--- config.mk ---
export PLATFORM = sky130hd
export DESIGN_NAME = crc8_frame_deframer
export DESIGN_NICKNAME = d
export VERILOG_FILES = /design/src/rtl/c8dfr_pkg.sv /design/src/rtl/c8dfr_ram.sv /design/src/rtl/c8dfr_front.sv /design/src/rtl/c8dfr_queue.sv /design/src/rtl/c8dfr_back.sv /design/src/rtl/crc8_frame_deframer.sv
export SDC_FILE = /design/constraint.sdc
export NUM_CORES = 1
export LEC_CHECK = 0
export ABC_AREA = 0
export BUFFER_PORTS_ARGS = -buffer_cell sky130_fd_sc_hd__clkbuf_2
export CORE_MARGIN = 3
export CORE_UTILIZATION = 40
export CTS_CLUSTER_SIZE = 25
export DETAILED_ROUTE_END_ITERATION = 7
export PLACE_DENSITY = 0.56
export SYNTH_ARGS = -nofsm -noshare
export SYNTH_HDL_FRONTEND = slang
export SYNTH_HIERARCHICAL = 1
export SYNTH_SLANG_ARGS = --single-unit
--- constraint.sdc ---
create_clock -name clk -period 4.1 [get_ports clk]
set_input_delay 0.205 -clock clk [delete_from_list [all_inputs] [get_ports clk]]
set_output_delay 0.205 -clock clk [all_outputs]
set_load 0.02 [all_outputs]
--- src/rtl/c8dfr_pkg.sv ---
// Shared types, constants and the CRC-8 byte update for the frame deframer.
// No dependencies; used by every module of the block but the RAM.
`default_nettype none

package c8dfr_pkg;

  localparam int unsigned LEN_W = 6;

  localparam logic [7:0] START_BYTE = 8'hAA;
  localparam logic [7:0] END_BYTE   = 8'h55;
  localparam logic [7:0] CRC_POLY   = 8'h07;
  localparam logic [7:0] CRC_MSB    = 8'h80;

  localparam logic [LEN_W-1:0] MAX_LEN_RESET = 6'd62;

  // register decode: paddr[2] selects the register word
  localparam logic REG_MAX_LEN = 1'b0;

  // frame descriptor handed from front to back
  typedef struct packed {
    logic [7:0]       command;
    logic [LEN_W-1:0] payload_len;
    logic             bank;
  } desc_t;

  // MSB-first CRC-8 update, no reflection
  function automatic logic [7:0] crc8_byte(input logic [7:0] crc, input logic [7:0] b);
    logic [7:0] c;
    c = crc ^ b;
    for (int i = 0; i < 8; i++) begin
      if ((c & CRC_MSB) != 8'h00) begin
        c = (c << 1) ^ CRC_POLY;
      end else begin
        c = c << 1;
      end
    end
    return c;
  endfunction

endpackage

`default_nettype wire

--- src/rtl/c8dfr_ram.sv ---
// Generic single-write, single-read RAM with registered read data.
// No dependencies.
`default_nettype none

module c8dfr_ram #(
  parameter int unsigned WIDTH = 8,
  parameter int unsigned DEPTH = 128
) (
  input  wire logic                     clk,
  input  wire logic                     we,
  input  wire logic [$clog2(DEPTH)-1:0] waddr,
  input  wire logic [WIDTH-1:0]         wdata,
  input  wire logic                     re,
  input  wire logic [$clog2(DEPTH)-1:0] raddr,
  output      logic [WIDTH-1:0]         rdata
);

  logic [WIDTH-1:0] mem_r [DEPTH];

  always_ff @(posedge clk) begin
    if (we) begin
      mem_r[waddr] <= wdata;
    end
    if (re) begin
      rdata <= mem_r[raddr];
    end
  end

endmodule

`default_nettype wire

--- src/rtl/c8dfr_front.sv ---
// Receive-side parser: hunts for frames, checks length and CRC, stores payload
// bytes into the current buffer bank and pushes a descriptor per good frame.
// Depends on c8dfr_pkg.
`default_nettype none

module c8dfr_front #(
  parameter int unsigned BUFFER_DEPTH = 64
) (
  input  wire logic                                clk,
  input  wire logic                                rst_n,
  input  wire logic                                in_valid,
  input  wire logic [7:0]                          in_rx_byte,
  output      logic                                in_stall,
  input  wire logic [c8dfr_pkg::LEN_W-1:0]         max_len,
  input  wire logic                                q_full,
  output      logic                                push,
  output      c8dfr_pkg::desc_t                    push_desc,
  output      logic                                we,
  output      logic [$clog2(BUFFER_DEPTH):0]       waddr,
  output      logic [7:0]                          wdata
);

  localparam int unsigned IW = $clog2(BUFFER_DEPTH);
  localparam logic [16:0] DEPTH_LIM = 17'(BUFFER_DEPTH + 1);

  typedef enum logic [6:0] {
    PH_HUNT   = 7'b0000001,
    PH_LEN_LO = 7'b0000010,
    PH_LEN_HI = 7'b0000100,
    PH_CMD    = 7'b0001000,
    PH_DATA   = 7'b0010000,
    PH_CRC    = 7'b0100000,
    PH_END    = 7'b1000000
  } phase_t;

  phase_t                      phase_r, phase_nxt;
  logic [7:0]                  len_lo_r, len_lo_nxt;
  logic [c8dfr_pkg::LEN_W-1:0] rem_r, rem_nxt;
  logic [c8dfr_pkg::LEN_W-1:0] flen_r, flen_nxt;
  logic [7:0]                  cmd_r, cmd_nxt;
  logic [7:0]                  crc_r, crc_nxt;
  logic                        match_r, match_nxt;
  logic                        bank_r, bank_nxt;

  logic                        accept;
  logic [15:0]                 len16;
  logic                        len_bad;
  logic [c8dfr_pkg::LEN_W-1:0] wr_idx;

  // stall only where a bank or a queue slot is needed
  assign in_stall = q_full && (phase_r == PH_DATA || phase_r == PH_END);
  assign accept   = in_valid && !in_stall;

  assign len16   = {in_rx_byte, len_lo_r};
  assign len_bad = (len16 == 16'd0) || (len16 > {10'd0, max_len}) || ({1'b0, len16} > DEPTH_LIM);

  assign wr_idx = flen_r - rem_r;
  assign waddr  = {bank_r, IW'(wr_idx)};
  assign wdata  = in_rx_byte;

  assign push_desc = '{command: cmd_r, payload_len: flen_r, bank: bank_r};

  always_comb begin
    phase_nxt  = phase_r;
    len_lo_nxt = len_lo_r;
    rem_nxt    = rem_r;
    flen_nxt   = flen_r;
    cmd_nxt    = cmd_r;
    crc_nxt    = crc_r;
    match_nxt  = match_r;
    bank_nxt   = bank_r;
    push       = 1'b0;
    we         = 1'b0;
    if (accept) begin
      case (phase_r)
        PH_LEN_LO: begin
          len_lo_nxt = in_rx_byte;
          phase_nxt  = PH_LEN_HI;
        end
        PH_LEN_HI: begin
          if (len_bad) begin
            phase_nxt = PH_HUNT;
          end else begin
            flen_nxt  = c8dfr_pkg::LEN_W'(len16 - 16'd1);
            rem_nxt   = c8dfr_pkg::LEN_W'(len16 - 16'd1);
            phase_nxt = PH_CMD;
          end
        end
        PH_CMD: begin
          cmd_nxt   = in_rx_byte;
          crc_nxt   = c8dfr_pkg::crc8_byte(8'h00, in_rx_byte);
          phase_nxt = (rem_r == '0) ? PH_CRC : PH_DATA;
        end
        PH_DATA: begin
          we      = 1'b1;
          crc_nxt = c8dfr_pkg::crc8_byte(crc_r, in_rx_byte);
          rem_nxt = rem_r - 1'b1;
          if (rem_nxt == '0) begin
            phase_nxt = PH_CRC;
          end
        end
        PH_CRC: begin
          match_nxt = (in_rx_byte == crc_r);
          phase_nxt = PH_END;
        end
        PH_END: begin
          phase_nxt = PH_HUNT;
          if (in_rx_byte == c8dfr_pkg::END_BYTE && match_r) begin
            push     = 1'b1;
            bank_nxt = !bank_r;
          end
          match_nxt = 1'b0;
        end
        default: begin
          // hunting, and any stray code
          phase_nxt = (in_rx_byte == c8dfr_pkg::START_BYTE) ? PH_LEN_LO : PH_HUNT;
        end
      endcase
    end
  end

  always_ff @(posedge clk) begin
    if (!rst_n) begin
      phase_r  <= PH_HUNT;
      len_lo_r <= '0;
      rem_r    <= '0;
      flen_r   <= '0;
      cmd_r    <= '0;
      crc_r    <= '0;
      match_r  <= 1'b0;
      bank_r   <= 1'b0;
    end else begin
      phase_r  <= phase_nxt;
      len_lo_r <= len_lo_nxt;
      rem_r    <= rem_nxt;
      flen_r   <= flen_nxt;
      cmd_r    <= cmd_nxt;
      crc_r    <= crc_nxt;
      match_r  <= match_nxt;
      bank_r   <= bank_nxt;
    end
  end

endmodule

`default_nettype wire

--- src/rtl/c8dfr_queue.sv ---
// Two-entry descriptor queue between parser and emitter, one entry per bank.
// Depends on c8dfr_pkg.
`default_nettype none

module c8dfr_queue (
  input  wire logic             clk,
  input  wire logic             rst_n,
  input  wire logic             push,
  input  wire c8dfr_pkg::desc_t push_desc,
  input  wire logic             pop,
  output      c8dfr_pkg::desc_t head,
  output      logic             empty,
  output      logic             full
);

  c8dfr_pkg::desc_t ent_r [2];
  logic             wptr_r, wptr_nxt;
  logic             rptr_r, rptr_nxt;
  logic [1:0]       cnt_r, cnt_nxt;

  assign head  = ent_r[rptr_r];
  assign empty = (cnt_r == 2'd0);
  assign full  = (cnt_r == 2'd2);

  always_comb begin
    wptr_nxt = push ? !wptr_r : wptr_r;
    rptr_nxt = pop ? !rptr_r : rptr_r;
    cnt_nxt  = cnt_r + {1'b0, push} - {1'b0, pop};
  end

  always_ff @(posedge clk) begin
    if (push) begin
      ent_r[wptr_r] <= push_desc;
    end
  end

  always_ff @(posedge clk) begin
    if (!rst_n) begin
      wptr_r <= 1'b0;
      rptr_r <= 1'b0;
      cnt_r  <= 2'd0;
    end else begin
      wptr_r <= wptr_nxt;
      rptr_r <= rptr_nxt;
      cnt_r  <= cnt_nxt;
    end
  end

endmodule

`default_nettype wire

--- src/rtl/c8dfr_back.sv ---
// Emitter: walks the head frame's payload bank, one result per cycle unless
// stalled, frees the descriptor on its last result. Depends on c8dfr_pkg.
`default_nettype none

module c8dfr_back #(
  parameter int unsigned BUFFER_DEPTH = 64
) (
  input  wire logic                           clk,
  input  wire logic                           rst_n,
  input  wire c8dfr_pkg::desc_t               head,
  input  wire logic                           q_empty,
  output      logic                           pop,
  output      logic                           re,
  output      logic [$clog2(BUFFER_DEPTH):0]  raddr,
  input  wire logic [7:0]                     rdata,
  output      logic                           out_valid,
  input  wire logic                           out_stall,
  output      logic [7:0]                     out_command,
  output      logic [7:0]                     out_payload_byte,
  output      logic [c8dfr_pkg::LEN_W-1:0]    out_payload_length,
  output      logic                           out_has_payload,
  output      logic                           out_last
);

  localparam int unsigned IW = $clog2(BUFFER_DEPTH);

  logic                        out_valid_r, out_valid_nxt;
  logic [c8dfr_pkg::LEN_W-1:0] idx_r, idx_nxt;
  logic [7:0]                  cmd_r, cmd_nxt;
  logic [c8dfr_pkg::LEN_W-1:0] len_r, len_nxt;
  logic                        has_r, has_nxt;
  logic                        last_r, last_nxt;

  logic adv;
  logic issue_last;

  // output slot free or being taken this cycle
  assign adv        = !out_valid_r || !out_stall;
  assign re         = adv && !q_empty;
  assign raddr      = {head.bank, IW'(idx_r)};
  assign issue_last = (head.payload_len == '0) ||
                      (({1'b0, idx_r} + 7'd1) == {1'b0, head.payload_len});
  assign pop        = re && issue_last;

  always_comb begin
    out_valid_nxt = out_valid_r;
    idx_nxt       = idx_r;
    cmd_nxt       = cmd_r;
    len_nxt       = len_r;
    has_nxt       = has_r;
    last_nxt      = last_r;
    if (adv) begin
      out_valid_nxt = !q_empty;
      if (!q_empty) begin
        cmd_nxt  = head.command;
        len_nxt  = head.payload_len;
        has_nxt  = (head.payload_len != '0);
        last_nxt = issue_last;
        idx_nxt  = issue_last ? '0 : idx_r + 1'b1;
      end
    end
  end

  always_ff @(posedge clk) begin
    if (!rst_n) begin
      out_valid_r <= 1'b0;
      idx_r       <= '0;
    end else begin
      out_valid_r <= out_valid_nxt;
      idx_r       <= idx_nxt;
    end
  end

  always_ff @(posedge clk) begin
    cmd_r  <= cmd_nxt;
    len_r  <= len_nxt;
    has_r  <= has_nxt;
    last_r <= last_nxt;
  end

  // RAM read register holds while stalled since no read is issued then
  assign out_valid          = out_valid_r;
  assign out_command        = cmd_r;
  assign out_payload_byte   = has_r ? rdata : 8'h00;
  assign out_payload_length = len_r;
  assign out_has_payload    = has_r;
  assign out_last           = last_r;

endmodule

`default_nettype wire

--- src/rtl/crc8_frame_deframer.sv ---
// Frame deframer: STX, LE length, command, payload, CRC-8, ETX.
// Input: one byte per cycle; stalls only when both payload banks hold frames not yet emitted.
// Output: one result per cycle unless stalled; ETX queues a descriptor, then results register.
// Emission rate is set by the single RAM read port: one payload byte per unstalled cycle.
// Reset (rst_n, synchronous) clears parser, queue and output; the buffer RAM is not cleared.
`default_nettype none

module crc8_frame_deframer #(
  parameter int unsigned BUFFER_DEPTH = 64
) (
  input  wire logic                        clk,
  input  wire logic                        rst_n,
  // receive byte channel
  input  wire logic                        in_valid,
  output      logic                        in_stall,
  input  wire logic [7:0]                  in_rx_byte,
  // result channel
  output      logic                        out_valid,
  input  wire logic                        out_stall,
  output      logic [7:0]                  out_command,
  output      logic [7:0]                  out_payload_byte,
  output      logic [c8dfr_pkg::LEN_W-1:0] out_payload_length,
  output      logic                        out_has_payload,
  output      logic                        out_last,
  // register port
  input  wire logic                        psel,
  input  wire logic                        penable,
  input  wire logic                        pwrite,
  input  wire logic [2:0]                  paddr,
  input  wire logic [31:0]                 pwdata,
  output      logic [31:0]                 prdata,
  output      logic                        pready
);

  // two banks of BUFFER_DEPTH (rounded up to a power of two) bytes each
  localparam int unsigned IW        = $clog2(BUFFER_DEPTH);
  localparam int unsigned MEM_DEPTH = 2 << IW;

  logic [c8dfr_pkg::LEN_W-1:0] max_len_r, max_len_nxt;
  logic                        cfg_wr;

  logic             q_push, q_pop, q_empty, q_full;
  c8dfr_pkg::desc_t q_push_desc, q_head;

  logic          ram_we, ram_re;
  logic [IW:0]   ram_waddr, ram_raddr;
  logic [7:0]    ram_wdata, ram_rdata;

  // ---------------------------------------------------------------------------
  // Register port: one register, max_frame_length, at byte address 0.
  // A write transaction completes in the access phase.
  // ---------------------------------------------------------------------------
  assign pready = 1'b1;
  assign cfg_wr = psel && penable && pwrite && pready && (paddr[2] == c8dfr_pkg::REG_MAX_LEN);

  always_comb begin
    max_len_nxt = cfg_wr ? pwdata[c8dfr_pkg::LEN_W-1:0] : max_len_r;
    prdata      = '0;
    if (paddr[2] == c8dfr_pkg::REG_MAX_LEN) begin
      prdata = {{(32 - c8dfr_pkg::LEN_W){1'b0}}, max_len_r};
    end
  end

  always_ff @(posedge clk) begin
    if (!rst_n) begin
      max_len_r <= c8dfr_pkg::MAX_LEN_RESET;
    end else begin
      max_len_r <= max_len_nxt;
    end
  end

  // ---------------------------------------------------------------------------
  // Front: parse and check frames, fill the current bank.
  // ---------------------------------------------------------------------------
  c8dfr_front #(
    .BUFFER_DEPTH (BUFFER_DEPTH)
  ) u_front (
    .clk        (clk),
    .rst_n      (rst_n),
    .in_valid   (in_valid),
    .in_rx_byte (in_rx_byte),
    .in_stall   (in_stall),
    .max_len    (max_len_r),
    .q_full     (q_full),
    .push       (q_push),
    .push_desc  (q_push_desc),
    .we         (ram_we),
    .waddr      (ram_waddr),
    .wdata      (ram_wdata)
  );

  // ---------------------------------------------------------------------------
  // Descriptor queue: a bank stays owned until its frame's last result issues.
  // ---------------------------------------------------------------------------
  c8dfr_queue u_queue (
    .clk       (clk),
    .rst_n     (rst_n),
    .push      (q_push),
    .push_desc (q_push_desc),
    .pop       (q_pop),
    .head      (q_head),
    .empty     (q_empty),
    .full      (q_full)
  );

  // ---------------------------------------------------------------------------
  // Payload buffer, banked by the descriptor's bank bit.
  // ---------------------------------------------------------------------------
  c8dfr_ram #(
    .WIDTH (8),
    .DEPTH (MEM_DEPTH)
  ) u_ram (
    .clk   (clk),
    .we    (ram_we),
    .waddr (ram_waddr),
    .wdata (ram_wdata),
    .re    (ram_re),
    .raddr (ram_raddr),
    .rdata (ram_rdata)
  );

  // ---------------------------------------------------------------------------
  // Back: emit results from the head frame.
  // ---------------------------------------------------------------------------
  c8dfr_back #(
    .BUFFER_DEPTH (BUFFER_DEPTH)
  ) u_back (
    .clk                (clk),
    .rst_n              (rst_n),
    .head               (q_head),
    .q_empty            (q_empty),
    .pop                (q_pop),
    .re                 (ram_re),
    .raddr              (ram_raddr),
    .rdata              (ram_rdata),
    .out_valid          (out_valid),
    .out_stall          (out_stall),
    .out_command        (out_command),
    .out_payload_byte   (out_payload_byte),
    .out_payload_length (out_payload_length),
    .out_has_payload    (out_has_payload),
    .out_last           (out_last)
  );

  // ---------------------------------------------------------------------------
  // Checks
  // ---------------------------------------------------------------------------
  // never push onto a full queue unless it pops in the same cycle (bank would be overwritten)
  a_no_overflow: assert property (@(posedge clk) disable iff (!rst_n)
    !(q_push && q_full && !q_pop))
    else $error("descriptor pushed onto full queue");

  // never pop an empty queue
  a_no_underflow: assert property (@(posedge clk) disable iff (!rst_n)
    !(q_pop && q_empty))
    else $error("descriptor popped from empty queue");

  // freeing a descriptor presents that frame's last result next cycle
  a_pop_last: assert property (@(posedge clk) disable iff (!rst_n)
    q_pop |=> (out_valid && out_last))
    else $error("frame released without last result");

  // command-only frames produce a single, last result
  a_cmd_only_last: assert property (@(posedge clk) disable iff (!rst_n)
    (out_valid && !out_has_payload) |-> (out_last && out_payload_length == '0))
    else $error("command-only result not marked last");

  // front never writes the bank the back is still reading while both are held
  a_no_write_busy: assert property (@(posedge clk) disable iff (!rst_n)
    ram_we |-> !q_full)
    else $error("payload written while both banks owned");

endmodule

`default_nettype wire
# [Yosys cells after proc, flatten, opt, wreduce, memory -nomap -nowiden]
# Memories as Yosys holds them, arrays and structs flattened. A register that Yosys moved wholly into a read port is not among the register bits.
# Cells that the tools add are included.
[totals] memories=2 ff_bits=78 input_bits=50 ramBits=1054
[mem_list] name="u_ram.mem_r" words=128 word_bits=8 rd=1 rd_ports_with_merged_regs=1 wr=1 line_no="c8dfr_ram.sv:18" source="logic [WIDTH-1:0] mem_r [DEPTH];"
[mem_list] name="u_queue.ent_r" words=2 word_bits=15 rd=1 rd_ports_with_merged_regs=1 wr=1 line_no="c8dfr_queue.sv:16" source="c8dfr_pkg::desc_t ent_r [2];"
[op_classes] bitwise_logic=20 muxes=67 n_lt_le_gt_ge=2 n_reduce_logical=38 add_sub_neg=7 n_eq_ne=13
[ops] op="8-bit 2-to-1 mux" n=29
[ops] op="3-bit 2-to-1 mux" n=16
[ops] op="3-bit inverter" n=16
[ops] op="7-bit one-hot mux with 6 select lines" n=1
[ops] op="6-bit 2-to-1 mux" n=4
[ops] op="6-bit logical NOT" n=3
[ops] op="16-bit by 6-bit greater-than comparator with 1-bit output" n=1
[ops] op="16-bit by 7-bit greater-than comparator with 1-bit output, second input constant" n=1
[ops] op="16-bit logical NOT" n=1
[ops] op="8-bit one-hot mux with 2 select lines" n=1
[ops] op="6-bit one-hot mux with 2 select lines" n=1
[ops] op="2-bit AND reduction" n=6
[ops] op="6-bit by 1-bit subtractor with 6-bit output, second input constant" n=2
[ops] op="1-bit 2-to-1 mux" n=11
[ops] op="3-bit AND reduction" n=3
[ops] op="8-bit by 7-bit == test with 1-bit output, second input constant" n=1
[ops] op="8-bit == test" n=1
[ops] op="8-bit == test, second input constant" n=1
[ops] op="1-bit logical AND" n=8
[ops] op="8-bit XOR" n=1
[ops] op="6-bit by 1-bit adder with 7-bit output, second input constant" n=1
[ops] op="7-bit by 2-bit == test with 1-bit output, second input constant" n=1
[ops] op="7-bit by 3-bit == test with 1-bit output, second input constant" n=1
[ops] op="7-bit by 4-bit == test with 1-bit output, second input constant" n=1
[ops] op="other kinds (20)" n=35

# [Longest topological paths before layout]
[logic_depth] depth_word=33 depth_mapped=13 depth_no_buf=11

# [By module]
# The synthesis kept the hierarchy.
[by_module_without_submodules] mod="c8dfr_ram" area_each_um2=39745.6 cells_per_inst=1635 n_inst=1 seq_area_each_um2=30989.7
[by_module_without_submodules] mod="c8dfr_front" area_each_um2=3398.3 cells_per_inst=417 n_inst=1 seq_area_each_um2=900.9
[by_module_without_submodules] mod="c8dfr_queue" area_each_um2=1363.8 cells_per_inst=68 n_inst=1 seq_area_each_um2=1001.0
[by_module_without_submodules] mod="c8dfr_back" area_each_um2=1119.8 cells_per_inst=95 n_inst=1 seq_area_each_um2=620.6
[by_module_without_submodules] mod="crc8_frame_deframer" area_each_um2=538.0 cells_per_inst=62 n_inst=1 seq_area_each_um2=120.1

# [Worst setup path before layout]
# No wires, ideal clock.
[synth_timing] kind="register to register" startpoint="reg u_front.phase_r[1]" endpoint="mem u_ram.mem_r[110][0] (enable)" t_arrival_ps=2956 path_stages_with_launch=11 path_slack_ps=773 cell_sequence="dfxtp_1 -> or4_4 -> buf_6 -> or4_4 -> buf_2 -> nor2_1 -> clkbuf_1 -> nor2b_1 -> nand3_1 -> clkbuf_1 -> nor2_1"
[synth_via] elab_chain_cells=8 word_cells_on_any_way=10
[synth_lines] element="start: declaration" line_no="c8dfr_front.sv:36" source="phase_t phase_r, phase_nxt;"
[synth_lines] element="start signal: assignment" line_no="c8dfr_front.sv:133" source="phase_r <= phase_nxt;"
[synth_lines] element="7-bit by 5-bit == test with 1-bit output or 7-bit == test (tied branches)" line_no="c8dfr_front.sv:51, c8dfr_front.sv:75"
[synth_lines] element="1-bit logical OR" line_no="c8dfr_front.sv:51" source="assign in_stall = q_full && (phase_r == PH_DATA || phase_r == PH_END);"
[synth_lines] element="1-bit logical AND" line_no="c8dfr_front.sv:51"
[synth_lines] element="1-bit logical NOT" line_no="c8dfr_front.sv:52" source="assign accept = in_valid && !in_stall;"
[synth_lines] element="1-bit logical AND" line_no="c8dfr_front.sv:52"
[synth_lines] element="1-bit 2-to-1 mux (*)" line_no="c8dfr_front.sv:74" source="if (accept) begin"
[synth_lines] element="named net ram_we" line_no="crc8_frame_deframer.sv:45" source="logic ram_we, ram_re;"
[synth_lines] element="1-bit 2-to-1 mux (*)" line_no="c8dfr_ram.sv:21" source="if (we) begin"
[synth_lines] element="1-bit 2-to-1 mux (not written as such) (*)" line_no="c8dfr_ram.sv:22" source="mem_r[waddr] <= wdata;"
[synth_lines] element="end: declaration" line_no="c8dfr_ram.sv:18"
# The timed path passes the listed nets; every way through them passes the cells marked *.

# [Final worst setup path]
[layout_timing] startpoint="reg u_front/rem_r[2] in the netlist's numbering" endpoint="mem u_ram.mem_r[35][0] (enable)"
[layout_via] elab_chain_cells=1
[layout_lines] element="start: declaration" line_no="c8dfr_front.sv:38" source="logic [c8dfr_pkg::LEN_W-1:0] rem_r, rem_nxt;"
[layout_lines] element="start signal: assignment" line_no="c8dfr_front.sv:135" source="rem_r <= rem_nxt;"
[layout_lines] element="6-bit subtractor" line_no="c8dfr_front.sv:57" source="assign wr_idx = flen_r - rem_r;"
[layout_lines] element="named net ram_waddr[5]" line_no="crc8_frame_deframer.sv:46" source="logic [IW:0] ram_waddr, ram_raddr;"
# The timed path passes the listed nets, and every way through them passes these cells.

==> out/metrics.cfg <==
[worst_setup_path]
r2r-start=u_front/rem_r[2]$_SDFFE_PN0P_
crit_required_ps=4500
r2r_setup_slack_ps=230
r2r-end=u_ram/mem_r[35][0]$_DFFE_PP_
cp-start-kind=register
critPathKind=register to register
crit_fanout=8
r2r_cells=10
end_kind=register
crit_start=u_front/rem_r[2]$_SDFFE_PN0P_
arrival_ps=4260

[yosys]
yosys_warnings=6
synth_cells=2277
yosysTopAreaCellShare_pct=70.1
ys_types=81
yosys-top-cells-area=edfxtp_1 (70%), mux4_2 (16%), dfxtp_1 (2.7%)
synth_area_leader_cell=edfxtp_1
synth_edf_count=1078
synth-seq-cells=1141
syn_area_um2=46200
synth_ff_type=edfxtp_1
synth_async_sr_flop_share_pct=0
avgSynthCellArea_um2=20.3
seq_area_frac_synth_pct=72.9

[job]
cap_violations=0

[sta]
slew_headroom_pct=14.0
setup_slack_ps=233
setup_viol=0
fin_worst_skew_ps=39.3
period_share_pct=94.3
fmax_mhz=259
slew_viol_final=0
setup_tns_ps=0
rsz0062_at_grt=false
worst_slew_pin_slew_ps=1280
min_period_ps=3870
hold_viol=0

[clock_tree]
cts_max_level=3
cts_hold_buf=12
cts_sinks=1141
insertion_delay_ps=700
clkSlewWorstSetupHoldPaths_ps=60
cts_setup_buffers=0
cts_tree=yes
clockRootBuffer=clkbuf_16
ctsResizeCount=0
cts_made_buffers=113
clk_path_buf_depth=3

[power_and_ir_drop]
cellLeakagePower_nw=16.5
switchingPower_w=0.00455
power.density_nw_per_um2=434
ir_drop_uv=356
p_comb_share_pct=1.7
p_int_w=0.0184
switching_share_pct=19.8
clock_power_share_pct=43.0
seq_power_share_pct=55.4

[finish]
drive_gt1_share_pct=30.4
mostFrequentLayoutCells=edfxtp_1 (1078), mux4_2 (336), buf_4 (190)
finalCoreUtilization_pct=46.3
final_common_cell=edfxtp_1
n_fill_cell=9667
area_growth_pct=14.7
finalNonFillerCells=4134
nNetsFinal=2608

[place]
dp_hpwl_mm=67.1
io_buffers=53
pre_cts_ws_ps=335
gp_congestion=0.781
dp_cells=3910

[drt]
wl_per_cell_um=26.2
drc=0
dr.pass1.iters=5
ant_nets=0
finalWirelength_mm=108
vias=22800
viasPerCell=5.51
drtIter0Drc=2231

[min_path]
worstHoldStart=penable
hold_depth=3
whs_endpoint=max_len_r[1]$_SDFFE_PN1P_
holdCritPathClass=primary input to register

[floorplan]
initial_utilization_pct=40.3
die_area_um2=120000
dieHeight_um=346
io_pins=109
fp.coreArea_um2=115000
rows=124
die_w_um=346

[grt]
grt_pass1_vias=23400
grt_max_degree=105
grt_pass1_wl_mm=160
grt_overflow=0
grt_util_all_layers_pct=18.1
antenna_found_initial=2

[status]
outcome=finished, final reports clean

[state kept, by name, summed over array words and instances (netlist names), 7 cells and up, named ones only]
register,flops
u_queue/ent_r,30
u_ram/mem_r,1024
u_front/len_lo_r,8
u_front/phase_r,7
u_front/crc_r,8
u_back/out_command,8
u_ram/rdata,8
u_front/cmd_r,8
[worst max-delay path by stage]
stage / end / slack, ps / depth (start not counted)
final: u_ram/mem_r[35][0]$_DFFE_PP_ / 230 / 10
after global routing: u_ram/mem_r[57][5]$_DFFE_PP_ / 2 / 11
after CTS: u_ram/mem_r[35][0]$_DFFE_PP_ / 310 / 11
after detailed placement: u_ram/mem_r[35][3]$_DFFE_PP_ / 330 / 11
after global placement: u_ram/mem_r[58][5]$_DFFE_PP_ / 330 / 11
after floorplan: u_ram/mem_r[110][0]$_DFFE_PP_ / 770 / 10
[power by group through the flow]
stage	Clock (W)	Combinational, W	Sequential (W)
floorplan	0	0.000241	0.0130
global placement	0	0.000367	0.0130
detailed placement	0	0.000387	0.0130
CTS	0.0101	0.000396	0.0127
global route	0.0106	0.000421	0.0127
finish	0.00988	0.000386	0.0127
[cell families after synthesis]
logic type | after synthesis | share of synthesized area, %
AOI/OAI and AO/OA | 100 | 1.53
xor gates and xnor gates | 56 | 1.11
adders and majority gates | 33 | 0.911
buffers and inverters | 191 | 2.14
DFF | 1141 | 72.9
muxes | 383 | 17.6
other | 2 | 0.0163
and+or+nand+nor | 371 | 3.89
[final cells by class]
cell class,instances,area [um^2],share of cell area [%]
Antenna cell,2,5.00,0.00945
Clock buffer,146,2990,5.65
Timing Repair Buffer,265,2130,4.03
Sequential cell,1141,33600,63.5
Inverter,34,128,0.241
Multi-Input combinational cell,970,11600,22.0
Clock inverter,64,519,0.981
Tap cell,1512,1890,3.57
[cell usage after synthesis, types with 23 or more instances]
cell / instances
edfxtp_1: 1078
mux4_2: 336
nor2_1: 181
dfxtp_1: 63
clkbuf_1: 59
buf_4: 49
nand2_1: 48
xnor2_1: 40
inv_1: 33
ha_1: 32
nand3_1: 31
a21oi_1: 26
mux2i_1: 24
nor2b_1: 23
[worst max-delay path: stages (launching register included)]
cell and delay, ps:
dfxtp_1 450, inv_1 120, ha_1 350, a21oi_1 110, o21bai_1 140, a21oi_1 90, xnor2_1 980, nor2b_1 430
nand2_1 310, nor2_1 360, buf_4 230
[per-layer routing]
layer,vias up,GRT usage (%),routed length [um]
li1,9722,-,-
met1,12200,25.5,46800
met2,676,29.8,53100
met3,154,2.82,5950
met4,0,4.29,2340
met5,-,0,0
[metrics by stage]
step | hold WS (ps) | total power (W) | instance area (um^2)
2_1_floorplan | 323 | 0.0132 | 46300
3_3_place_gp | 434 | 0.0133 | 49300
3_5_place_dp | 452 | 0.0134 | 49300
4_1_cts | 47.6 | 0.0232 | 53000
5_1_grt | 59.4 | 0.0237 | 53000
6_report | 103 | 0.0230 | 53000
(Power assumes the default switching activity.)
